**src/rtl/core/gic_pkg.sv**
```systemverilog
package gic_pkg;

  localparam int AxisMax    = 32767;
  localparam int TrigPress  = 26;
  localparam int DefRadius  = 7849;
  localparam int DefHold    = 10000000;
  localparam int DefTimeBits = 32;

  localparam logic [0:0] RegRadius = 1'b0;
  localparam logic [0:0] RegHold   = 1'b1;

  // per-lane result from the deadzone unit
  typedef struct packed {
    logic signed [15:0] out_x;
    logic signed [15:0] out_y;
  } stick_res_t;

endpackage

```
**src/rtl/core/gic_latch.sv**
```systemverilog
// toggle and combo latches, updated once per poll
module gic_latch
  import gic_pkg::*;
#(
  parameter int TIME_BITS = DefTimeBits
)(
  input  logic        clk,
  input  logic        rst_n,
  input  logic        upd,
  input  logic [7:0]  lt,
  input  logic [7:0]  rt,
  input  logic [15:0] bw,
  input  logic [31:0] stamp,
  input  logic [31:0] hold,
  output logic [14:0] held,
  output logic [16:0] tog,
  output logic [3:0]  combo
);

  localparam int TW = (TIME_BITS < 32) ? TIME_BITS : 32;

  logic [16:0]   tog_r, was_r;
  logic [3:0]    ctog_r, cheld_r, cfired_r;
  logic [TW-1:0] start_r [4];
  logic [16:0]   pressed;
  logic [3:0]    memb;
  logic          back;
  logic [TW-1:0] now;

  always_comb begin
    held = {bw[10], bw[9], bw[8], bw[7], bw[6], bw[3], bw[2], bw[1], bw[0],
            bw[5], bw[4], bw[15], bw[14], bw[13], bw[12]};
    back = held[5];
    memb = {held[13], rt >= 8'(TrigPress), held[12], lt >= 8'(TrigPress)};
    pressed = {held, memb[2], memb[0]};
    now = stamp[TW-1:0];
  end

  always_ff @(posedge clk) begin
    if (!rst_n) begin
      tog_r <= '0; was_r <= '0; ctog_r <= '0; cheld_r <= '0; cfired_r <= '0;
      for (int i = 0; i < 4; i++) start_r[i] <= '0;
    end else if (upd) begin
      tog_r <= tog_r ^ (pressed & ~was_r);
      was_r <= pressed;
      for (int i = 0; i < 4; i++) begin
        if (back && memb[i]) begin
          if (!cheld_r[i]) begin
            cheld_r[i]  <= 1'b1;
            cfired_r[i] <= 1'b0;
            start_r[i]  <= now;
          end else if (!cfired_r[i]) begin
            if (TIME_BITS >= 32 ? (32'(TW'(now - start_r[i])) >= hold)
                                : ((hold >> TW) == '0 &&
                                   TW'(now - start_r[i]) >= hold[TW-1:0])) begin
              ctog_r[i]   <= ~ctog_r[i];
              cfired_r[i] <= 1'b1;
            end
          end
        end else begin
          cheld_r[i]  <= 1'b0;
          cfired_r[i] <= 1'b0;
        end
      end
    end
  end

  assign tog   = tog_r;
  assign combo = ctog_r;

endmodule

```
**config.mk**
```make
export PLATFORM = sky130hd
export DESIGN_NAME = gic_latch
export DESIGN_NICKNAME = d
export VERILOG_FILES = /design/src/rtl/core/gic_pkg.sv /design/src/rtl/core/gic_latch.sv
export SDC_FILE = /design/constraint.sdc
export NUM_CORES = 1
export LEC_CHECK = 0
export ABC_AREA = 0
export BUFFER_PORTS_ARGS = -buffer_cell sky130_fd_sc_hd__buf_2
export CORE_UTILIZATION = 60
export CTS_CLUSTER_DIAMETER = 50
export DETAILED_ROUTE_END_ITERATION = 8
export PLACE_DENSITY_LB_ADDON = 0.25
export SLEW_MARGIN = 40
export SYNTH_ARGS = -nofsm -noshare
export SYNTH_HDL_FRONTEND = slang
export SYNTH_SLANG_ARGS = --single-unit
export TNS_END_PERCENT = 100
```
**constraint.sdc**
```tcl
create_clock -name clk -period 5.6 [get_ports clk]
set_input_delay 1.12 -clock clk [delete_from_list [all_inputs] [get_ports clk]]
set_output_delay 1.12 -clock clk [all_outputs]
set_load 0.005 [all_outputs]
```
==> metrics.csv <==
stage;metric;value;unit
logic_synthesis;synth_ff_type;edfxtp_1;
global_route;grt_pass1_vias;13200;
floorplanning;die_y;166;um
drt;viasPerCell;6.00;
global_route;grt_pass1_wl;67.4;mm
status;status;finished, violations left;
timing;fmax;185;MHz
global_route;grt-ovfl-total;0;
timing;finalMaxSlewViolations;0;
hold_path;hold_end;combo[0];
layout;drive_gt1_share;13.8;%
layout;fin_cells;2337;
cts;cts.clk_slew.worst_paths;80;ps
timing;finalCriticalPeriod;5400;ps
cts;worst_skew_pair.late_latency;450;ps
global_route;grt_max_degree;53;
cts;cts_tree;yes;
drt;vias;14000;
hold_path;hold-path-cell-count;2;
placement;dpl.hpwl;32.6;mm
logic_synthesis;synth_most_common_cell;ha_1;
timing;min_period_over_period;96.4;%
layout;antennaDiodeCount;0;
critical_path;r2r_cells;25;
critical_path;cp-start-kind;primary input;
critical_path;required;5940;ps
placement;dpl_worst_slack;-331;ps
critical_path;reg2reg_to;cfired_r[3];
global_route;grt_usage;31.0;%
cts;clock-root-buffer;clkbuf_16;
pwr;irDropWorstVdd;0.174;mV
logic_synthesis;yosys_warnings;0;
cts;cts_hold_buf;0;
logic_synthesis;synthTopCellsByArea;edfxtp_1 (24%), ha_1 (20%), dfxtp_1 (5.7%);
placement;io_buffers;131;
cts;cts_htree_levels;4;
logic_synthesis;synth_top_area_cell;edfxtp_1;
layout;final.fill_count;2033;
timing;setup_slack;202;ps
layout;multiInputGateArea;10400;um2
logic_synthesis;synth_top_area_share;23.9;%
logic_synthesis;netlist_area;16100;um2
logic_synthesis;ys_seq_area_share;29.6;%
global_route;antenna_found_initial;0;
logic_synthesis;ys_ff_latch;174;
logic_synthesis;ys_types;66;
placement;placedCellCount;2304;
timing;setup_viol;0;
critical_path;cp_max_fo;3;
layout;final_nets;2344;
hold_path;hold_class;reg2reg;
cts;clock-sinks;174;
hold_path;hp-start;combo[0];
logic_synthesis;netlist_instances;1810;
floorplanning;initial_core_util;61.4;%
drt;routedWlPerCell;18.2;um
critical_path;crit_type;in2reg;
floorplanning;rows;59;
logic_synthesis;synth_edf_count;128;
logic_synthesis;synth-async-reset-ratio;0;%
floorplanning;fp.dieW;166;um
cts;clk_path_buf_depth;2;
cts;numCtsBuffers;17;
layout;area_growth;13.6;%
logic_synthesis;synth_common_cells;ha_1 (252), inv_1 (192), a21oi_1 (147), edfxtp_1 (128), and2_1 (109);
drt;drc;5;
floorplanning;io_pins;135;
timing;relSlewSlack;50.0;%
floorplanning;core-area;26200;um2
placement;routabilityCongestion;0.962;
layout;seqCellArea;4760;um2
logic_synthesis;synth_area_per_cell;8.89;um2
critical_path;reg2reg_slack;610;ps
pwr;power.leakage;8.70;nW
drt;wl;42.6;mm
timing;hold_viol_final;0;
floorplanning;die_area;27500;um2
pwr;p_per_area;251;nW/um2
drt;first_pass_iters;9;
drt;drt-initial-drc-count;1191;
logic_synthesis;syn-num-nets;2165;
flow_run;drv_cap;0;
status;violations;DRC;
timing;tightest_slew;749;ps
critical_path;worstReg2RegStart;start_r[3][1];
critical_path;critPathCaptureType;flip-flop;
critical_path;worstPathArrival;5740;ps
timing;finalClockSkew;12.8;ps
drt;ant_nets;0;
==> report_power, final <==
part,switching (mW),internal [mW],total [mW],leakage [nW]
Sequential,0.0290,1.46,1.49,1.72
Clock,0.646,0.614,1.26,0.299
Combinational,1.02,0.813,1.83,6.69
==> how the worst max path moves through the flow <==
stage | start | endpoint | slack, ps | depth (start not counted)
4_1_cts | stamp[0] | cfired_r[3] | 120 | 26
3_3_place_gp | stamp[0] | cfired_r[3] | -210 | 26
6_report | stamp[1] | cfired_r[3] | 200 | 25
3_5_place_dp | stamp[0] | cfired_r[3] | -330 | 26
5_1_grt | stamp[0] | cfired_r[3] | -5 | 26
2_1_floorplan | stamp[0] | combo[0] | 340 | 22
==> metrics by stage <==
stage          power, mW  hold WS, ps  util (%)  cell area [um2]  setup TNS, ps
3_3_place_gp        3.24          453      67.1            17600           -676
3_5_place_dp        3.31          470      67.2            17600          -1070
6_report            4.58          482      69.7            18300              0
2_1_floorplan       2.76          437         -            16100              0
4_1_cts             4.57          484      69.6            18200              0
5_1_grt             4.84          504      69.7            18300          -5.00
==> worst max-delay path, stage by stage <==
cell and delay [ps]:
buf_2 130, ha_1 290, nor2b_1 130, o21ai_0 310, a21oi_1 160, o31ai_1 270, buf_4 160, o211ai_1 120
a41oi_1 320, buf_4 180, o21bai_1 60, a21oi_1 170, xnor2_1 130, ha_1 260, a21o_1 180, a21o_1 160
a21oi_1 170, o21ai_0 180, a2111oi_0 320, o21ai_1 120, buf_4 170, a31oi_1 210, buf_4 180, o22ai_1 80
and2_1 160
==> repair_timing <==
action | 4_1_cts | 5_1_grt
gates resized for setup | 0 | 4
setup endpoints to repair | 0 | 4
setup buffers | 0 | 1
==> logic make-up after synthesis <==
group                    count (synthesis)  synth area share [%]
AO/OA/AOI/OAI                          511                  20.6
XOR/XNOR                               124                  6.75
adder cells (fa/ha/maj)                256                  20.1
buffers and inverters                  250                  6.19
flip-flops                             174                  29.6
multiplexers                             7                 0.436
AND/OR/NAND/NOR                        488                  16.3
==> placed cells by master (no fill, tap or decap), types with 42 or more instances in the layout <==
| cell type | n |
|---|---|
| a21o_1 | 103 |
| a21oi_1 | 146 |
| and2_1 | 109 |
| and3_1 | 45 |
| buf_2 | 130 |
| buf_4 | 87 |
| dfxtp_1 | 46 |
| edfxtp_1 | 128 |
| ha_1 | 252 |
| inv_1 | 192 |
| nand2_1 | 100 |
| nor2_1 | 68 |
| o21ai_0 | 81 |
| xnor2_1 | 82 |
| xor2_1 | 42 |
==> flip-flops by register name, indices dropped and copies added (netlist names) <==
name      flops
start_r     128
cfired_r      4
tog          17
combo         4
cheld_r       4
was_r        17
==> final cells by class <==
cell class / count / share of cell area, %
repair buffers: 217 / 7.14
inverters: 193 / 3.97
clock buffers: 17 / 2.33
clock inverters: 15 / 1.08
well taps: 335 / 2.29
multi-input cells: 1386 / 57.1
flip-flops and latches: 174 / 26.1
==> per-layer routing <==
| metal | GRT usage (%) | wire length [um] | up-vias |
|---|---|---|---|
| li1 | - | - | 6868 |
| met3 | 4.53 | 2930 | 88 |
| met2 | 51.8 | 19900 | 485 |
| met5 | 0 | 0 | - |
| met4 | 12.4 | 1480 | 0 |
| met1 | 40.4 | 18200 | 6581 |
No activity file was read; power rests on OpenSTA's default activity.
