File: config.mk
export PLATFORM = sky130hd
export DESIGN_NAME = gic_stick
export DESIGN_NICKNAME = d
export VERILOG_FILES = /design/src/rtl/core/gic_pkg.sv /design/src/rtl/core/gic_stick.sv
export SDC_FILE = /design/constraint.sdc
export NUM_CORES = 2
export LEC_CHECK = 0
export ABC_AREA = 0
export BUFFER_PORTS_ARGS = -buffer_cell sky130_fd_sc_hd__buf_4
export CORE_MARGIN = 2
export CORE_UTILIZATION = 55
export DETAILED_ROUTE_END_ITERATION = 16
export GPL_TIMING_DRIVEN = 0
export MAX_ROUTING_LAYER = met4
export PLACE_DENSITY = 0.72
export SYNTH_ARGS = -nofsm -noshare
export SYNTH_HDL_FRONTEND = slang
export SYNTH_SLANG_ARGS = --single-unit
File: constraint.sdc
create_clock -name clk -period 34.3 [get_ports clk]
set_input_delay 6.86 -clock clk [delete_from_list [all_inputs] [get_ports clk]]
set_output_delay 6.86 -clock clk [all_outputs]
set_load 0.02 [all_outputs]
File: src/rtl/core/gic_pkg.sv
package gic_pkg;

  localparam int AxisMax    = 32767;
  localparam int TrigPress  = 26;
  localparam int DefRadius  = 7849;
  localparam int DefHold    = 10000000;
  localparam int DefTimeBits = 32;

  localparam logic [0:0] RegRadius = 1'b0;
  localparam logic [0:0] RegHold   = 1'b1;

  // per-lane result from the deadzone unit
  typedef struct packed {
    logic signed [15:0] out_x;
    logic signed [15:0] out_y;
  } stick_res_t;

endpackage

File: src/rtl/core/gic_stick.sv
// one stick lane: magnitude root, then restoring divide for both axes
module gic_stick
  import gic_pkg::*;
(
  input  logic              clk,
  input  logic              rst_n,
  input  logic              start,
  input  logic signed [15:0] ax_x,
  input  logic signed [15:0] ax_y,
  input  logic        [14:0] radius,
  output logic              done,
  output stick_res_t        res
);

  localparam logic [2:0] S_IDLE = 3'd0, S_SQRT = 3'd1, S_MUL = 3'd2,
                         S_DIVX = 3'd3, S_DIVY = 3'd4, S_DONE = 3'd5;

  logic [2:0]  state_r, state_nxt;
  logic [5:0]  cnt_r;
  logic        negx_r, negy_r;
  logic [15:0] absx_r, absy_r;
  logic [31:0] s_r;
  logic [16:0] root_r;
  logic [33:0] rem_r;
  logic [14:0] rad_r;
  logic [47:0] den_r;
  logic [47:0] num_r;
  logic [47:0] prem_r;
  logic [15:0] quo_r;
  logic [15:0] qx_r;
  logic        zero_r;

  logic [33:0] trial;
  logic [16:0] mclamp;
  logic [15:0] mmr;
  logic [48:0] dshift;
  logic [48:0] dsub;
  logic        qbit;
  logic [31:0] abs_x_c, abs_y_c;
  logic [31:0] px, py;
  logic [47:0] nx, ny;

  always_comb begin
    abs_x_c = ax_x[15] ? 32'(-$signed({ax_x[15], ax_x})) : 32'(ax_x);
    abs_y_c = ax_y[15] ? 32'(-$signed({ax_y[15], ax_y})) : 32'(ax_y);
    trial   = {rem_r[31:0], s_r[31:30]} - {15'd0, root_r, 2'b01};
    mclamp  = (root_r > 17'(AxisMax)) ? 17'(AxisMax) : root_r;
    mmr     = 16'(mclamp - {2'b0, rad_r});
    dshift  = {prem_r, num_r[47]};
    qbit    = (dshift >= {1'b0, den_r});
    dsub    = dshift - {1'b0, den_r};
    px      = 32'(absx_r) * 32'(mmr);
    py      = 32'(absy_r) * 32'(mmr);
    // times AxisMax as shift and subtract
    nx      = {1'b0, px, 15'd0} - 48'(px);
    ny      = {1'b0, py, 15'd0} - 48'(py);
  end

  always_ff @(posedge clk) begin
    if (!rst_n) begin
      state_r <= S_IDLE;
    end else begin
      state_r <= state_nxt;
    end
  end

  always_comb begin
    state_nxt = state_r;
    unique case (state_r)
      S_IDLE: if (start) state_nxt = S_SQRT;
      S_SQRT: if (cnt_r == 6'd15) state_nxt = zero_r ? S_DONE : S_MUL;
      S_MUL:  state_nxt = S_DIVX;
      S_DIVX: if (cnt_r == 6'd47) state_nxt = S_DIVY;
      S_DIVY: if (cnt_r == 6'd47) state_nxt = S_DONE;
      S_DONE: state_nxt = S_IDLE;
      default: state_nxt = S_IDLE;
    endcase
  end

  // mag and axis products are small enough to fit 48-bit numerator
  always_ff @(posedge clk) begin
    unique case (state_r)
      S_IDLE: if (start) begin
        negx_r <= ax_x[15];
        negy_r <= ax_y[15];
        absx_r <= abs_x_c[15:0];
        absy_r <= abs_y_c[15:0];
        s_r    <= abs_x_c * abs_x_c + abs_y_c * abs_y_c;
        rad_r  <= radius;
        root_r <= '0;
        rem_r  <= '0;
        cnt_r  <= '0;
        zero_r <= (radius == 15'(AxisMax)) ||
                  (abs_x_c * abs_x_c + abs_y_c * abs_y_c <= 32'(radius) * 32'(radius));
      end
      S_SQRT: begin
        s_r <= {s_r[29:0], 2'b00};
        if (!trial[33]) begin
          rem_r  <= trial;
          root_r <= {root_r[15:0], 1'b1};
        end else begin
          rem_r  <= {rem_r[31:0], s_r[31:30]};
          root_r <= {root_r[15:0], 1'b0};
        end
        cnt_r <= cnt_r + 6'd1;
      end
      S_MUL: begin
        den_r  <= 48'(32'(root_r) * 32'(17'(AxisMax) - {2'b0, rad_r}));
        num_r  <= nx;
        prem_r <= '0;
        cnt_r  <= '0;
      end
      S_DIVX, S_DIVY: begin
        if (cnt_r == 6'd47) begin
          cnt_r  <= '0;
          prem_r <= '0;
          if (state_r == S_DIVX) begin
            qx_r  <= {num_r[14:0], qbit};
            num_r <= ny;
          end else begin
            quo_r <= {num_r[14:0], qbit};
          end
        end else begin
          prem_r <= qbit ? dsub[47:0] : dshift[47:0];
          num_r  <= {num_r[46:0], qbit};
          cnt_r  <= cnt_r + 6'd1;
        end
      end
      default: ;
    endcase
  end

  always_comb begin
    done = (state_r == S_DONE);
    if (zero_r) begin
      res.out_x = '0;
      res.out_y = '0;
    end else begin
      res.out_x = negx_r ? -$signed(qx_r) : $signed(qx_r);
      res.out_y = negy_r ? -$signed(quo_r) : $signed(quo_r);
    end
  end

endmodule

==> results.md <==
- Synthesized area per cell: around 9.4 um^2
- Storage element area: between 9000 and 10000 um^2
- Slew HR: -0.0530
- HPWL after detailed placement: roughly 170 mm
- Clock sink count: slightly above 300
- Synth top cells by count: 1823 x inv_1, 1515 x fa_1, 927 x nand2_1
- Buffers on Ports: slightly above 80
- Final Cell Area: 83200 um^2
- Top cells by area, synth: fa_1 39%, ha_1 13%, edfxtp_1 12%
- First-pass GRT wire length: about 330 mm
- Setup CP Type: input pin to flop
- Area grow syn2layout: 8.02%
- CP Max Fanout: 11
- Path depth of the worst reg2reg path: between 40 and 50
- CTS tree: yes
- Antenna violations before repair: 6
- DRT Pass-1 Iters: 9
- Clk slew on worst S/H paths: around 0.06 ns
- Crit path largest cell delay: a little over 0.9 ns
- Ys flop type: edfxtp_1
- EDFF count, synth: 300
- Row Count: about 140
- Final Hold Viols: 0
- Resized cells post-CTS: 0
- Critical-path top delay cell: clkinv_1
- Final setup skew: between 0.02 and 0.03 ns
- RSZ-0062 raised after global routing: false
- Min cycle time layout: 20.93 ns
- Crit-path most repeated cell: fa_1
- NumNets Final: around 11000
- Class of the worst hold path: flop to flop
- Post-synthesis sequential area ratio: 0.118
- Yosys reg bits: around 300
- IO Count: between 80 and 90
- Die area: about 140000 um^2
- Place WS: approximately 13 ns
- Mapped Cells: roughly 8000
- Vias in the first global route: between 60000 and 70000
- Async set or reset register ratio after synthesis: 0
- Worst path required time: between 30 and 40 ns
- Setup bufs post-CTS: 0
- Largest area contributor in the netlist: fa_1
- GR Util All Layers: 0.301
- Placer congestion estimate: 1.02
- H-tree depth: 2
- DRT antenna net count: 0
- Chip Width: approximately 380 um
- Run status: finished with violations
- DRC viols: 0
- Area occupied by multi-input gates: around 60000 um^2
- Yosys top cell area share: 0.394
- Final Slew Violations: 6
- Setup TNS: 0 ns
- Largest net degree at the start of global routing: 63
- Most common cell in the synthesized netlist: inv_1
- Clk root buf: clkbuf_16
- Cts bufs inserted: 40
- Fraction of layout cells with a size suffix above 1: 0.0308
- Distinct cell type count after synthesis: ~110
- Max clock buf depth: 3
- YS warnings: 0
- Failing checks: capacitance limit, slew limit
- Post-Route WL: between 200 and 250 mm
- Synth Cell Area: 77000 um^2
- Via/cell ratio: 5.39
- CP Capture Type: flop
- Grt ovf: 0
- Hold-critical path depth: 2
- Final setup fails: 0
- Max frequency: 47.8 MHz
- Post-route clock period utilization: 0.610
- Initial Util: 0.553
- Core footprint: roughly 140000 um^2
- Hold_buf cts: 0
- Worst setup margin: about 13 ns
- Worst skew pair latency: 0.60 ns
- Maxcap violations: 1
- CP Launch Type: input pin
- Worst Path Arrival: roughly 21 ns
- Area after DPL: between 80000 and 90000 um^2
- Routed length per instance: between 15 and 20 um
- Fill cell count: around 12000
- DRT iter0 DRCs: between 3000 and 4000
- Vias: 57600
- Worst Max-Slew Pin Slew: between 1.5 and 2 ns
- Die Span Y: about 380 um
==> cells in the final DEF, fill, tap and decap left out, drive strengths merged, types with 93 or more instances in the layout <==
| master | instances |
|---|---|
| inv | 1834 |
| conb | 431 |
| nand2 | 929 |
| clkbuf | 244 |
| xnor2 | 249 |
| xor2 | 133 |
| a21oi | 256 |
| fa | 1515 |
| edfxtp | 300 |
| nor2 | 505 |
| and2 | 263 |
| ha | 792 |
| o21ai | 184 |
| buf | 121 |
| nand3 | 93 |
| a21o | 97 |
==> kinds of logic after synthesis <==
family | Yosys count | share of synthesized area
buffers and inverters | 2065 | 0.101
other | 2 | 0.0000976
AOI/OAI and AO/OA | 888 | 0.0766
adders and majority gates | 2307 | 0.523
xor gates and xnor gates | 383 | 0.0440
muxes | 27 | 0.00361
and+or+nand+nor | 2223 | 0.134
DFF | 303 | 0.118
==> stage by stage <==
| step | std cells | utilization | hold WS [ns] |
|---|---|---|---|
| floorplan | 8627 | - | 0.436 |
| global placement | 10600 | 0.586 | 0.489 |
| detailed placement | 10600 | 0.588 | 0.495 |
| CTS | 10700 | 0.597 | 0.504 |
| global route | 10700 | 0.597 | 0.533 |
| finish | 10700 | 0.597 | 0.509 |
==> worst paths after layout <==
kind / slack (ns) / start / endpoint
max: 13.37 / ax_x[0] / zero_r
min: 0.51 / s_r[0] / s_r[2]
max reg2reg: 20.52 / rad_r[2] / num_r[34]
min reg2reg: 0.51 / s_r[0] / s_r[2]
==> area by class of cell <==
type / instances / area share
Multi-Input combinational cell: 6259 / 0.744
Buffer: 221 / 0.0101
Tap cell: 1876 / 0.0282
Clock buffer: 44 / 0.0122
Clock inverter: 30 / 0.00330
Inverter: 1844 / 0.0832
Antenna cell: 5 / 0.000150
Sequential cell: 303 / 0.109
Timing Repair Buffer: 100 / 0.0100
==> metal layers <==
layer / GRT usage / share of wire / vias to the layer above / wire length (um)
met5: - / 0 / - / 0
met4: 0.105 / 0.043 / 0 / 8720
met3: 0.0371 / 0.069 / 452 / 14000
met2: 0.493 / 0.48 / 2020 / 96500
met1: 0.389 / 0.41 / 28900 / 83000
li1: - / - / 26200 / -
==> critical path, delay by kind of cell <==
| kind | cells | cell delay (ns) |
|---|---|---|
| xor+xnor | 2 | 1.37 |
| compound gates | 9 | 2.52 |
| simple gates | 9 | 1.91 |
| fa+ha+maj | 13 | 5.87 |
| buf+inv | 10 | 2.65 |
==> registers in the layout, summed over array words and instances, names as in the netlist <==
| signal | flops |
|---|---|
| rem_r | 32 |
| cnt_r | 6 |
| state_r | 3 |
| s_r | 32 |
| absx_r | 16 |
| prem_r | 48 |
| negx_r | 1 |
| absy_r | 16 |
| quo_r | 16 |
| num_r | 48 |
| root_r | 17 |
| qx_r | 16 |
| zero_r | 1 |
| rad_r | 15 |
| negy_r | 1 |
| den_r | 35 |
Power is not shown: default switching activity piles up to over one toggle a cycle in this logic, so the estimate is an artifact.
